$ cat src/design/tlts_pkg.sv
`default_nettype none
package tlts_pkg;
  localparam int MAX_THREADS = 64;
  localparam int NUM_CPUS    = 16;

  localparam logic [2:0] OP_SCHED  = 3'd0;
  localparam logic [2:0] OP_WAKE   = 3'd1;
  localparam logic [2:0] OP_BLOCK  = 3'd2;
  localparam logic [2:0] OP_CREATE = 3'd3;
  localparam logic [2:0] OP_REMOVE = 3'd4;
  localparam logic [1:0] ST_NEW   = 2'd0;
  localparam logic [1:0] ST_READY = 2'd1;
  localparam logic [1:0] ST_WAIT  = 2'd2;
  localparam logic [1:0] ST_DONE  = 2'd3;
  localparam logic [1:0] KIND_USER   = 2'd0;
  localparam logic [1:0] KIND_DRIVER = 2'd1;
  localparam logic [1:0] RS_OK   = 2'd0;
  localparam logic [1:0] RS_FULL = 2'd1;
  localparam logic [1:0] RS_NP   = 2'd2;

  typedef enum logic [2:0] {
    S_IDLE, S_LOOK, S_EXEC, S_POPRD, S_POPCHK, S_FIN, S_OUT
  } state_t;

  typedef struct packed {
    logic lookup;
    logic exec;
    logic pop_issue;
    logic pop_check;
    logic finish;
    logic out_valid;
  } cmd_t;

  typedef struct packed {
    logic is_sched;
    logic sched_done;
    logic pop_found;
    logic q_empty;
  } sts_t;
endpackage
`default_nettype wire

$ cat src/design/tlts_if.sv
`default_nettype none
interface tlts_in_if;
  logic       valid;
  logic       ready;
  logic [2:0] opcode;
  logic [3:0] cpu_id;
  logic [5:0] thread_id;
  logic [1:0] thread_kind;
  modport source(output valid, opcode, cpu_id, thread_id, thread_kind, input ready);
  modport sink(input valid, opcode, cpu_id, thread_id, thread_kind, output ready);
endinterface

interface tlts_out_if;
  logic       valid;
  logic       ready;
  logic [5:0] result_thread;
  logic [1:0] status;
  logic       needs_start;
  logic       switched;
  modport source(output valid, result_thread, status, needs_start, switched, input ready);
  modport sink(input valid, result_thread, status, needs_start, switched, output ready);
endinterface
`default_nettype wire

$ cat src/design/tlts_ram.sv
`default_nettype none
module tlts_ram #(
  parameter int WIDTH = 6,
  parameter int DEPTH = 64
) (
  input  wire logic                     clk,
  input  wire logic                     we,
  input  wire logic [$clog2(DEPTH)-1:0] waddr,
  input  wire logic [WIDTH-1:0]         wdata,
  input  wire logic [$clog2(DEPTH)-1:0] raddr,
  output logic      [WIDTH-1:0]         rdata
);
  logic [WIDTH-1:0] mem [DEPTH];
  always_ff @(posedge clk) begin
    if (we) begin
      mem[waddr] <= wdata;
    end
    rdata <= mem[raddr];
  end
endmodule
`default_nettype wire

$ cat src/design/tlts_ctrl.sv
`default_nettype none
module tlts_ctrl (
  input  wire logic          clk,
  input  wire logic          rst_n,
  input  wire logic          in_fire,
  input  wire logic          out_fire,
  input  wire tlts_pkg::sts_t sts,
  output tlts_pkg::cmd_t     cmd,
  output logic               in_ready
);
  import tlts_pkg::*;
  state_t state_r, state_nxt;

  always_ff @(posedge clk) begin
    if (!rst_n) begin
      state_r <= S_IDLE;
    end else begin
      state_r <= state_nxt;
    end
  end

  always_comb begin
    state_nxt = state_r;
    unique case (state_r)
      S_IDLE:   if (in_fire) state_nxt = S_LOOK;
      S_LOOK:   state_nxt = S_EXEC;
      S_EXEC:   state_nxt = (sts.is_sched && !sts.sched_done) ? S_POPRD : S_OUT;
      S_POPRD:  state_nxt = sts.q_empty ? S_FIN : S_POPCHK;
      S_POPCHK: state_nxt = sts.pop_found ? S_FIN : S_POPRD;
      S_FIN:    state_nxt = S_OUT;
      S_OUT:    if (out_fire) state_nxt = S_IDLE;
      default:  state_nxt = S_IDLE;
    endcase
  end

  always_comb begin
    cmd = '0;
    in_ready = 1'b0;
    unique case (state_r)
      S_IDLE:   in_ready = 1'b1;
      S_LOOK:   cmd.lookup = 1'b1;
      S_EXEC:   cmd.exec = 1'b1;
      S_POPRD:  cmd.pop_issue = 1'b1;
      S_POPCHK: cmd.pop_check = 1'b1;
      S_FIN:    cmd.finish = 1'b1;
      S_OUT:    cmd.out_valid = 1'b1;
      default:  cmd = '0;
    endcase
  end
endmodule
`default_nettype wire

$ cat src/design/tlts_dp.sv
`default_nettype none
module tlts_dp #(
  parameter int QUEUE_DEPTH = 64
) (
  input  wire logic           clk,
  input  wire logic           rst_n,
  input  wire tlts_pkg::cmd_t cmd,
  output tlts_pkg::sts_t      sts,
  input  wire logic           in_fire,
  input  wire logic [2:0]     in_opcode,
  input  wire logic [3:0]     in_cpu_id,
  input  wire logic [5:0]     in_thread_id,
  input  wire logic [1:0]     in_thread_kind,
  input  wire logic           cfg_we,
  input  wire logic [5:0]     cfg_wdata,
  output logic      [5:0]     res_thread,
  output logic      [1:0]     res_status,
  output logic              res_ns,
  output logic              res_sw
);
  import tlts_pkg::*;
  localparam int TW = (MAX_THREADS > 1) ? $clog2(MAX_THREADS) : 1;
  localparam int QW = $clog2(QUEUE_DEPTH);
  localparam int CW = (NUM_CPUS > 1) ? $clog2(NUM_CPUS) : 1;
  localparam int NW = $clog2(QUEUE_DEPTH + 1);
  localparam logic [NW-1:0] QFULL = NW'(QUEUE_DEPTH);

  logic [5:0] idle_r;
  logic [MAX_THREADS-1:0] valid_r;
  logic [5:0] run_r [NUM_CPUS];
  logic [QW-1:0] dh_r, dt_r, uh_r, ut_r;
  logic [NW-1:0] dc_r, uc_r;
  logic [2:0] op_r;
  logic [3:0] cpu_r;
  logic [5:0] tid_r;
  logic [1:0] knd_r;
  logic [5:0] next_r;
  logic       src_drv_r;
  logic [5:0] res_thread_r, res_thread_nxt;
  logic [1:0] res_status_r, res_status_nxt;
  logic       res_ns_r, res_ns_nxt;
  logic       res_sw_r, res_sw_nxt;

  logic       dwe, uwe;
  logic [5:0] pdata;
  logic [5:0] drd, urd;
  // thread table entry: {kind, status}; only read for threads whose valid bit is set
  logic          twe;
  logic [TW-1:0] twa, tra;
  logic [3:0]    twd, trd;

  tlts_ram #(.WIDTH(6), .DEPTH(QUEUE_DEPTH)) u_dq (
    .clk(clk), .we(dwe), .waddr(dt_r), .wdata(pdata), .raddr(dh_r), .rdata(drd));
  tlts_ram #(.WIDTH(6), .DEPTH(QUEUE_DEPTH)) u_uq (
    .clk(clk), .we(uwe), .waddr(ut_r), .wdata(pdata), .raddr(uh_r), .rdata(urd));
  tlts_ram #(.WIDTH(4), .DEPTH(MAX_THREADS)) u_tbl (
    .clk(clk), .we(twe), .waddr(twa), .wdata(twd), .raddr(tra), .rdata(trd));

  function automatic logic pres(input logic [5:0] id, input logic [MAX_THREADS-1:0] v);
    logic r;
    r = 1'b0;
    if (32'(id) < MAX_THREADS) r = v[id[TW-1:0]];
    return r;
  endfunction

  logic cpu_ok, tid_ok;
  logic [5:0] cur;
  logic [TW-1:0] ci, ti, ni, look_a;
  logic d_full, u_full;
  logic cur_rdy;
  logic [5:0] popv;
  logic [TW-1:0] pi;
  logic [1:0] rk, rs;
  logic create_ok;

  assign cpu_ok = 32'(cpu_r) < NUM_CPUS;
  assign tid_ok = 32'(tid_r) < MAX_THREADS;
  assign cur    = run_r[cpu_r[CW-1:0]];
  assign ci     = cur[TW-1:0];
  assign ti     = tid_r[TW-1:0];
  assign ni     = next_r[TW-1:0];
  assign d_full = dc_r >= QFULL;
  assign u_full = uc_r >= QFULL;
  assign rk     = trd[3:2];
  assign rs     = trd[1:0];
  assign cur_rdy = pres(cur, valid_r) && rs == ST_READY;
  assign popv   = src_drv_r ? drd : urd;
  assign pi     = popv[TW-1:0];
  assign look_a = (op_r == OP_SCHED || op_r == OP_BLOCK) ? ci : ti;
  assign tra    = cmd.pop_check ? pi : (cmd.lookup ? look_a : idle_r[TW-1:0]);
  assign create_ok = tid_ok &&
                     (dwe || uwe || (knd_r != KIND_USER && knd_r != KIND_DRIVER));

  assign sts.is_sched   = op_r == OP_SCHED && cpu_ok;
  assign sts.sched_done = cur == idle_r && dc_r == '0 && uc_r == '0 && cur_rdy;
  assign sts.q_empty    = dc_r == '0 && uc_r == '0;
  assign sts.pop_found  = pres(popv, valid_r);

  assign res_thread = res_thread_r;
  assign res_status = res_status_r;
  assign res_ns     = res_ns_r;
  assign res_sw     = res_sw_r;

  always_comb begin
    dwe = 1'b0;
    uwe = 1'b0;
    pdata = '0;
    if (cmd.exec && cpu_ok && op_r == OP_SCHED && !sts.sched_done && cur_rdy) begin
      pdata = cur;
      dwe = rk == KIND_DRIVER && !d_full;
      uwe = rk == KIND_USER && !u_full;
    end else if (cmd.exec && tid_ok && op_r == OP_WAKE && pres(tid_r, valid_r)
                 && rs == ST_WAIT) begin
      pdata = tid_r;
      dwe = rk == KIND_DRIVER && !d_full;
      uwe = rk != KIND_DRIVER && !u_full;
    end else if (cmd.exec && tid_ok && op_r == OP_CREATE) begin
      pdata = tid_r;
      dwe = knd_r == KIND_DRIVER && !d_full;
      uwe = knd_r == KIND_USER && !u_full;
    end
  end

  always_comb begin
    twe = 1'b0;
    twa = ti;
    twd = {rk, ST_READY};
    if (cmd.exec) begin
      case (op_r)
        OP_WAKE:   twe = dwe || uwe;
        OP_BLOCK: begin
          twa = ci;
          twd = {rk, ST_WAIT};
          twe = cpu_ok && pres(cur, valid_r);
        end
        OP_CREATE: begin
          twd = {knd_r, ST_NEW};
          twe = create_ok;
        end
        OP_REMOVE: begin
          twd = {rk, ST_DONE};
          twe = pres(tid_r, valid_r);
        end
        default:   twe = 1'b0;
      endcase
    end else if (cmd.finish) begin
      twa = ni;
      twe = pres(next_r, valid_r) && (rs == ST_NEW || rs == ST_WAIT);
    end
  end

  always_comb begin
    res_thread_nxt = res_thread_r;
    res_status_nxt = res_status_r;
    res_ns_nxt     = res_ns_r;
    res_sw_nxt     = res_sw_r;
    if (cmd.exec) begin
      res_ns_nxt     = 1'b0;
      res_sw_nxt     = 1'b0;
      res_status_nxt = RS_OK;
      res_thread_nxt = tid_r;
      unique case (op_r)
        OP_SCHED, OP_BLOCK: begin
          if (!cpu_ok) begin
            res_thread_nxt = '0;
            res_status_nxt = RS_NP;
          end else if (op_r == OP_BLOCK) begin
            res_thread_nxt = cur;
            if (!pres(cur, valid_r)) res_status_nxt = RS_NP;
          end else if (sts.sched_done) begin
            res_thread_nxt = cur;
          end else if (cur_rdy && ((rk == KIND_DRIVER && d_full) ||
                                   (rk == KIND_USER && u_full))) begin
            res_status_nxt = RS_FULL;
          end
        end
        OP_WAKE: begin
          if (!tid_ok || !pres(tid_r, valid_r)) res_status_nxt = RS_NP;
          else if (rs == ST_WAIT && !dwe && !uwe) res_status_nxt = RS_FULL;
        end
        OP_CREATE: begin
          if (!tid_ok) res_status_nxt = RS_NP;
          else if ((knd_r == KIND_DRIVER && d_full) || (knd_r == KIND_USER && u_full))
            res_status_nxt = RS_FULL;
        end
        OP_REMOVE: if (!pres(tid_r, valid_r)) res_status_nxt = RS_NP;
        default: res_status_nxt = RS_OK;
      endcase
    end else if (cmd.finish) begin
      res_thread_nxt = next_r;
      res_sw_nxt = 1'b1;
      res_ns_nxt = pres(next_r, valid_r) && (rs == ST_NEW || rs == ST_WAIT);
      if (!pres(next_r, valid_r) && res_status_r == RS_OK) res_status_nxt = RS_NP;
    end
  end

  always_ff @(posedge clk) begin
    if (!rst_n) begin
      idle_r  <= '0;
      valid_r <= '0;
      dh_r <= '0; dt_r <= '0; dc_r <= '0;
      uh_r <= '0; ut_r <= '0; uc_r <= '0;
      for (int i = 0; i < NUM_CPUS; i++) run_r[i] <= '0;
    end else begin
      if (cfg_we) idle_r <= cfg_wdata;
      if (dwe) begin
        dt_r <= (32'(dt_r) == QUEUE_DEPTH - 1) ? '0 : dt_r + 1'b1;
        dc_r <= dc_r + 1'b1;
      end
      if (uwe) begin
        ut_r <= (32'(ut_r) == QUEUE_DEPTH - 1) ? '0 : ut_r + 1'b1;
        uc_r <= uc_r + 1'b1;
      end
      if (cmd.exec) begin
        if (op_r == OP_CREATE && create_ok) valid_r[ti] <= 1'b1;
        if (op_r == OP_REMOVE && pres(tid_r, valid_r)) valid_r[ti] <= 1'b0;
      end
      if (cmd.pop_issue && !sts.q_empty) begin
        if (dc_r != '0) begin
          dh_r <= (32'(dh_r) == QUEUE_DEPTH - 1) ? '0 : dh_r + 1'b1;
          dc_r <= dc_r - 1'b1;
        end else begin
          uh_r <= (32'(uh_r) == QUEUE_DEPTH - 1) ? '0 : uh_r + 1'b1;
          uc_r <= uc_r - 1'b1;
        end
      end
      if (cmd.finish) run_r[cpu_r[CW-1:0]] <= next_r;
    end
  end

  always_ff @(posedge clk) begin
    if (in_fire) begin
      op_r <= in_opcode; cpu_r <= in_cpu_id; tid_r <= in_thread_id; knd_r <= in_thread_kind;
    end
    if (cmd.pop_issue) begin
      src_drv_r <= dc_r != '0;
      next_r    <= idle_r;
    end
    if (cmd.pop_check) next_r <= popv;
    res_thread_r <= res_thread_nxt;
    res_status_r <= res_status_nxt;
    res_ns_r     <= res_ns_nxt;
    res_sw_r     <= res_sw_nxt;
  end
endmodule
`default_nettype wire

$ cat src/design/two_level_thread_scheduler.sv
// Two-level thread scheduler.
// in:  valid/ready item with opcode, cpu_id, thread_id, thread_kind.
// out: valid/ready item with result_thread, status, needs_start, switched.
// cfg: cfg_we/cfg_wdata writes the idle thread number; write only when idle.
// One item in flight. Every item starts with a thread table lookup state
// and an execute state. Wake, block, create, remove, unknown codes, schedules
// with an out-of-range CPU and the idle-keeps-running case then raise out valid.
// Other schedules pop FIFO entries, alternating a pop state and a check state
// through the registered FIFO RAM read, then pass a finish state before out
// valid; the idle thread is taken when every popped entry is skipped.
// The next item can be accepted in the cycle after the result is taken.
// A stalled receiver holds the result and the input stays not ready.
// Reset (synchronous, rst_n low) empties both FIFOs, clears the thread valid
// bits and running threads and sets the idle thread to 0; no clearing pass,
// kind and status entries are only read for valid threads.
`default_nettype none
module two_level_thread_scheduler #(
  parameter int QUEUE_DEPTH = 64
) (
  input wire logic       clk,
  input wire logic       rst_n,
  tlts_in_if.sink        in_ch,
  tlts_out_if.source     out_ch,
  input wire logic       cfg_we,
  input wire logic [5:0] cfg_wdata
);
  import tlts_pkg::*;
  cmd_t cmd;
  sts_t sts;
  logic in_fire, out_fire;

  assign in_fire  = in_ch.valid && in_ch.ready;
  assign out_fire = out_ch.valid && out_ch.ready;
  assign out_ch.valid = cmd.out_valid;

  tlts_ctrl u_ctrl (
    .clk(clk), .rst_n(rst_n), .in_fire(in_fire), .out_fire(out_fire),
    .sts(sts), .cmd(cmd), .in_ready(in_ch.ready));

  tlts_dp #(.QUEUE_DEPTH(QUEUE_DEPTH)) u_dp (
    .clk(clk), .rst_n(rst_n), .cmd(cmd), .sts(sts), .in_fire(in_fire),
    .in_opcode(in_ch.opcode), .in_cpu_id(in_ch.cpu_id), .in_thread_id(in_ch.thread_id),
    .in_thread_kind(in_ch.thread_kind), .cfg_we(cfg_we), .cfg_wdata(cfg_wdata),
    .res_thread(out_ch.result_thread), .res_status(out_ch.status),
    .res_ns(out_ch.needs_start), .res_sw(out_ch.switched));
endmodule
`default_nettype wire

$ cat src/flat_wrapper.sv
// flat-port wrapper written by rule: the top's interface ports become plain ports
module two_level_thread_scheduler_flat import tlts_pkg::*;
#(
  parameter int QUEUE_DEPTH = 64
)
  (clk, rst_n, cfg_we, cfg_wdata, in_ch_valid, in_ch_opcode, in_ch_cpu_id, in_ch_thread_id, in_ch_thread_kind, in_ch_ready, out_ch_valid, out_ch_result_thread, out_ch_status, out_ch_needs_start, out_ch_switched, out_ch_ready);
  tlts_in_if in_ch_i ();
  tlts_out_if out_ch_i ();
  input wire logic clk;
  input wire logic rst_n;
  input wire logic cfg_we;
  input wire logic [5:0] cfg_wdata;
  input wire logic [$bits(in_ch_i.valid)-1:0] in_ch_valid;
  input wire logic [$bits(in_ch_i.opcode)-1:0] in_ch_opcode;
  input wire logic [$bits(in_ch_i.cpu_id)-1:0] in_ch_cpu_id;
  input wire logic [$bits(in_ch_i.thread_id)-1:0] in_ch_thread_id;
  input wire logic [$bits(in_ch_i.thread_kind)-1:0] in_ch_thread_kind;
  output wire logic [$bits(in_ch_i.ready)-1:0] in_ch_ready;
  output wire logic [$bits(out_ch_i.valid)-1:0] out_ch_valid;
  output wire logic [$bits(out_ch_i.result_thread)-1:0] out_ch_result_thread;
  output wire logic [$bits(out_ch_i.status)-1:0] out_ch_status;
  output wire logic [$bits(out_ch_i.needs_start)-1:0] out_ch_needs_start;
  output wire logic [$bits(out_ch_i.switched)-1:0] out_ch_switched;
  input wire logic [$bits(out_ch_i.ready)-1:0] out_ch_ready;
  assign in_ch_i.valid = in_ch_valid;
  assign in_ch_i.opcode = in_ch_opcode;
  assign in_ch_i.cpu_id = in_ch_cpu_id;
  assign in_ch_i.thread_id = in_ch_thread_id;
  assign in_ch_i.thread_kind = in_ch_thread_kind;
  assign in_ch_ready = in_ch_i.ready;
  assign out_ch_valid = out_ch_i.valid;
  assign out_ch_result_thread = out_ch_i.result_thread;
  assign out_ch_status = out_ch_i.status;
  assign out_ch_needs_start = out_ch_i.needs_start;
  assign out_ch_switched = out_ch_i.switched;
  assign out_ch_i.ready = out_ch_ready;
  two_level_thread_scheduler #(.QUEUE_DEPTH(QUEUE_DEPTH)) u_core (.clk(clk), .rst_n(rst_n), .in_ch(in_ch_i), .out_ch(out_ch_i), .cfg_we(cfg_we), .cfg_wdata(cfg_wdata));
endmodule
$ cat config.mk
export PLATFORM = sky130hd
export DESIGN_NAME = two_level_thread_scheduler_flat
export DESIGN_NICKNAME = d
export VERILOG_FILES = /design/src/design/tlts_pkg.sv /design/src/design/tlts_if.sv /design/src/design/tlts_ram.sv /design/src/design/tlts_ctrl.sv /design/src/design/tlts_dp.sv /design/src/design/two_level_thread_scheduler.sv /design/src/flat_wrapper.sv
export SDC_FILE = /design/constraint.sdc
export NUM_CORES = 2
export LEC_CHECK = 0
export ABC_AREA = 1
export ABC_CLOCK_PERIOD_IN_PS = 10160
export BUFFER_PORTS_ARGS = -buffer_cell sky130_fd_sc_hd__buf_4
export CORE_ASPECT_RATIO = 1.25
export CORE_UTILIZATION = 60
export CTS_CLUSTER_SIZE = 24
export DETAILED_ROUTE_END_ITERATION = 7
export PLACE_DENSITY = 0.86
export RECOVER_POWER = 25
export SLEW_MARGIN = 10
export SYNTH_ARGS = -nofsm -noshare
export SYNTH_HDL_FRONTEND = slang
export SYNTH_SLANG_ARGS = --single-unit
$ cat constraint.sdc
create_clock -name clk -period 10.16 [get_ports clk]
set_input_delay 1.524 -clock clk [delete_from_list [all_inputs] [get_ports clk]]
set_output_delay 1.524 -clock clk [all_outputs]
set_load 0.005 [all_outputs]
==> impl_summary.txt <==
----------------------------------------------------
[Run status]
  Run status ... finished with violations
  Failing checks ... design-rule violations, max-capacitance violations, max-slew violations

[Layout]
  Multi-input logic area ... 0.0165 mm²
  Number of inserted diodes ... 0
  Share of cells above drive strength 1 ... 0.0666
  Seq. cell area ... 0.0372 mm²
  Post-synthesis to final-layout area growth ... 8.73%
  Number of nets at the end of the flow ... 5130
  Number of standard cells in the final layout excluding fillers ... 6393
  Share of the core filled with cells ... 0.662
  Fill cell count ... 6423

[Synthesis]
  Fraction of registers with async set or reset after synthesis ... 0
  Count of distinct cell types in the synthesized netlist ... 50
  Flops & latches, synth ... 1283
  Syn Area/Cell ... 10.8 µm²
  Main synth FF type ... sky130_fd_sc_hd__edfxtp_1
  Share of synthesized area occupied by flip-flops and latches ... 0.665
  Total of warnings raised by yosys ... 0
  Number of cells produced by synthesis ... 5200
  Combined area of all synthesized cells ... 0.0560 mm²
  EDFF count, synth ... 1150
  Synthesized Nets ... 5235

[Setup path]
  Critical path's largest stage delay ... 960 ps
  Type of the setup path with the least slack ... flip-flop to flip-flop
  Crit path max-delay cell type ... sky130_fd_sc_hd__inv_1
  CP max FO ... 65
  Worst path bufs/invs ... 5
  Critical Path Start Type ... flip-flop
  Most frequent cell on the critical path ... sky130_fd_sc_hd__nand2_1
  Data arrival time of the critical path ... 8480 ps
  Required time of the worst setup path ... 10540 ps
  Kind of cell adding the most delay to the critical path ... simple AND/OR/NAND/NOR gates
  Nature of the critical path endpoint ... flip-flop

[Die]
  Num rows ... 124
  Standard cell core area ... 0.0918 mm²
  Die X ... 275 µm
  Initial core utilization ... 0.609
  # IOs ... 38
  Die height ... 343 µm
  Die area ... 0.0945 mm²

[GRT]
  Total grt overflow ... 0
  Pin count of the biggest net entering global routing ... 109
  Global-route wire length before repair ... 232 mm
  Total routing resource utilization after global routing ... 0.322
  Number of antenna violations at the first check in global routing ... 4
  Via count of the first global-routing pass ... 40000

[Clock tree]
  Clock tree sinks ... 1283
  Number of gates resized after cts ... 0
  Clock Pin Slew Worst Setup and Hold Paths ... 60 ps
  Max clock buf depth ... 3
  Number of buffers added by the clock tree synthesis step ... 117
  Total setup buffers inserted after CTS ... 0
  Buffer cell driving the clock tree root ... sky130_fd_sc_hd__clkbuf_16
  H-tree Lvls ... 3
  CTS tree ... yes
  Worst-skew pair later-pin latency ... 740 ps
  Cts-stage hold buffer count ... 0

[Power]
  Static leakage ... 0.0191 µW
  Worst VDD drop ... 0.176 mV
  Power per cell area ... 224 mW/mm²

[Placed design]
  Count of port buffers added during placement ... 37
  Final weighted congestion in routability-driven placement ... 1.02
  DP Cell Count ... 6173
  Post-detail-place hpwl ... 94.3 mm

[Timing]
  Transition time at the pin with the least slew margin ... 4180 ps
  Max Fclk ... 123 MHz
  Clock period minus worst slack ... 8110 ps
  Fin. max-slew vios ... 937
  Total count of hold-check failures in the final report ... 0
  Worst relative slew slack ... -1.78
  Final period utilization ... 0.798
  Layout Skew ... 87.6 ps
  RSZ-0062 raised after global routing ... false
  Setup Viol. Count Final ... 0
  Summed negative setup slack over all endpoints ... 0 ps

[Route]
  Antenna-violating nets left ... 0
  Detailed-route wire length per cell ... 24.1 µm
  Via count ... 42000
  Average vias per placed instance ... 6.56
  Count of routing violations after the opening detailed-route iteration ... 6218
  TritonRoute pass-1 iters ... 8
  Total detailed-routing wirelength ... 154 mm
  DR DRC count ... 8

[Min path]
  Hold_sp ... u_core.u_dp.res_sw$_SDFFE_PP0P_
  Worst hold path type ... flip-flop to flip-flop

[Run]
  Max cap viols ... 15

----------------------------------------------------
through the flow:
stage	cell area [µm²]	worst slack, ps	hold slack, ps	power (µW)
floorplan	56000	2020	443	8100
global placement	57000	3370	436	9000
detailed placement	57000	3330	455	9050
CTS	61000	3270	464	13500
global route	60800	1560	486	14000
finish	60800	2050	460	13600
area by class of cell:
class,instances,area share
Tap cell,1197,0.0246
Clock inverter,64,0.0129
Inverter,269,0.0167
Sequential cell,1283,0.611
Clock buffer,156,0.0525
Multi-Input combinational cell,3328,0.272
Timing Repair Buffer,96,0.0101
synthesized netlist by cell type (all sizes together), types with 2 or more instances:
cell    instances  area [µm²]
edfxtp       1150       34500
nor2          977        3680
o21ai         621        3110
nand2         577        2190
nand3         330        1690
clkbuf        268        1010
inv           249         935
a21oi         229        1360
o22ai         143         895
dfxtp         133        2660
o221ai         94         823
o211ai         74         556
buf            52         324
nor3           43         215
nand4          39         244
o311ai         34         298
o21bai         33         248
o32ai          32         280
a31oi          24         150
clkinv         20        76.3
a221oi         10        87.6
o31ai          10        75.1
ha              9         113
xor2            9        78.8
o41ai           8        70.1
a221o           7        70.1
or2             7        43.8
a22oi           5        37.5
nor3b           3        22.5
a211oi          2        15.0
nand3b          2        15.0
nor4            2        12.5
power breakdown:
group	internal, µW	switching (µW)
Combinational	722	2310
Sequential	5960	96.3
Clock	2560	1970
worst register-to-register path, cell delays in order (launching register included):
cell and delay [ps]:
sky130_fd_sc_hd__dfxtp_1 300, sky130_fd_sc_hd__buf_4 260, sky130_fd_sc_hd__inv_1 970, sky130_fd_sc_hd__nand2_1 180
sky130_fd_sc_hd__nand2_1 130, sky130_fd_sc_hd__nand2_1 50, sky130_fd_sc_hd__nand3_1 90, sky130_fd_sc_hd__nand3_1 80
sky130_fd_sc_hd__nand2_1 670, sky130_fd_sc_hd__inv_1 600, sky130_fd_sc_hd__nand3_1 230, sky130_fd_sc_hd__nand3_1 90
sky130_fd_sc_hd__nand3_1 130, sky130_fd_sc_hd__nand3_1 110, sky130_fd_sc_hd__nand3_1 150, sky130_fd_sc_hd__nand2_1 180
sky130_fd_sc_hd__nor2_1 370, sky130_fd_sc_hd__nand3_2 340, sky130_fd_sc_hd__nand2_1 170, sky130_fd_sc_hd__nand2_1 290
sky130_fd_sc_hd__nand3_2 170, sky130_fd_sc_hd__buf_4 580, sky130_fd_sc_hd__nand2_1 170, sky130_fd_sc_hd__nand3_2 120
sky130_fd_sc_hd__nand2_4 430, sky130_fd_sc_hd__buf_4 570, sky130_fd_sc_hd__a21oi_2 310
metal layers:
layer,global-route usage,up-vias,wire [µm]
met3,0.0576,597,16300
li1,-,18600,-
met1,0.412,19900,55200
met5,0,-,13
met2,0.529,2877,73800
met4,0.161,2,8520
sequential cells by signal (all words and copies together) (netlist names), 7 cells and up, named ones only:
signal,count
u_core.u_dp.uc_r,7
u_core.u_dp.valid_r,64
u_core.u_dp.run_r,96
u_core.u_dp.u_uq.mem,384
u_core.u_dp.u_tbl.mem,256
u_core.u_dp.dc_r,7
u_core.u_dp.u_dq.mem,384
kinds of logic (layout without fill, tap and decap cells):
logic type / count (synthesis) / in the layout / synth area share
AND/OR/NAND/NOR: 1981 / 1981 / 0.145
AO/OA/AOI/OAI: 1328 / 1328 / 0.145
flip-flops: 1283 / 1283 / 0.665
buffers and inverters: 589 / 585 / 0.0418
adder cells (fa/ha/maj): 9 / 9 / 0.00201
XOR/XNOR: 9 / 9 / 0.00141
multiplexers: 1 / 1 / 0.000179
cell usage in the layout, fill, tap and decap left out, types with 5 or more instances in the layout:
master,instances
sky130_fd_sc_hd__o221ai_1,94
sky130_fd_sc_hd__o21ai_1,10
sky130_fd_sc_hd__clkbuf_16,118
sky130_fd_sc_hd__o31ai_1,10
sky130_fd_sc_hd__clkinv_1,35
sky130_fd_sc_hd__a21oi_1,172
sky130_fd_sc_hd__xor2_1,9
sky130_fd_sc_hd__dfxtp_1,131
sky130_fd_sc_hd__o32ai_1,32
sky130_fd_sc_hd__o211ai_1,74
sky130_fd_sc_hd__o22ai_1,143
sky130_fd_sc_hd__a22oi_1,5
sky130_fd_sc_hd__nand3_1,323
sky130_fd_sc_hd__clkinvlp_4,6
sky130_fd_sc_hd__edfxtp_1,1150
sky130_fd_sc_hd__buf_4,51
sky130_fd_sc_hd__nand3_2,5
sky130_fd_sc_hd__bufinv_16,13
sky130_fd_sc_hd__o41ai_1,8
sky130_fd_sc_hd__inv_2,8
sky130_fd_sc_hd__nand4_1,39
sky130_fd_sc_hd__a221o_1,7
sky130_fd_sc_hd__nand2_1,572
sky130_fd_sc_hd__nor3_1,42
sky130_fd_sc_hd__o21ai_4,6
sky130_fd_sc_hd__a221oi_1,10
sky130_fd_sc_hd__clkbuf_1,56
sky130_fd_sc_hd__o21ai_0,604
sky130_fd_sc_hd__o311ai_0,34
sky130_fd_sc_hd__clkinv_4,5
sky130_fd_sc_hd__a31oi_1,23
sky130_fd_sc_hd__o21bai_1,33
sky130_fd_sc_hd__ha_1,9
sky130_fd_sc_hd__clkbuf_4,17
sky130_fd_sc_hd__clkinv_2,18
sky130_fd_sc_hd__inv_1,238
sky130_fd_sc_hd__or2_2,7
sky130_fd_sc_hd__a21oi_2,55
sky130_fd_sc_hd__clkbuf_8,10
sky130_fd_sc_hd__nor2_1,974
final timing paths:
kind	slack [ps]	depth (start not counted)	endpoint
worst min-delay path	460	2	u_core.u_dp.res_sw$_SDFFE_PP0P_
worst max-delay path	2050	26	u_core.u_dp.u_tbl.mem[9][2]$_DFFE_PP_
worst max register to register	2050	26	u_core.u_dp.u_tbl.mem[9][2]$_DFFE_PP_
worst min register to register	460	2	u_core.u_dp.res_sw$_SDFFE_PP0P_
No activity file was read; power rests on OpenSTA's default activity.
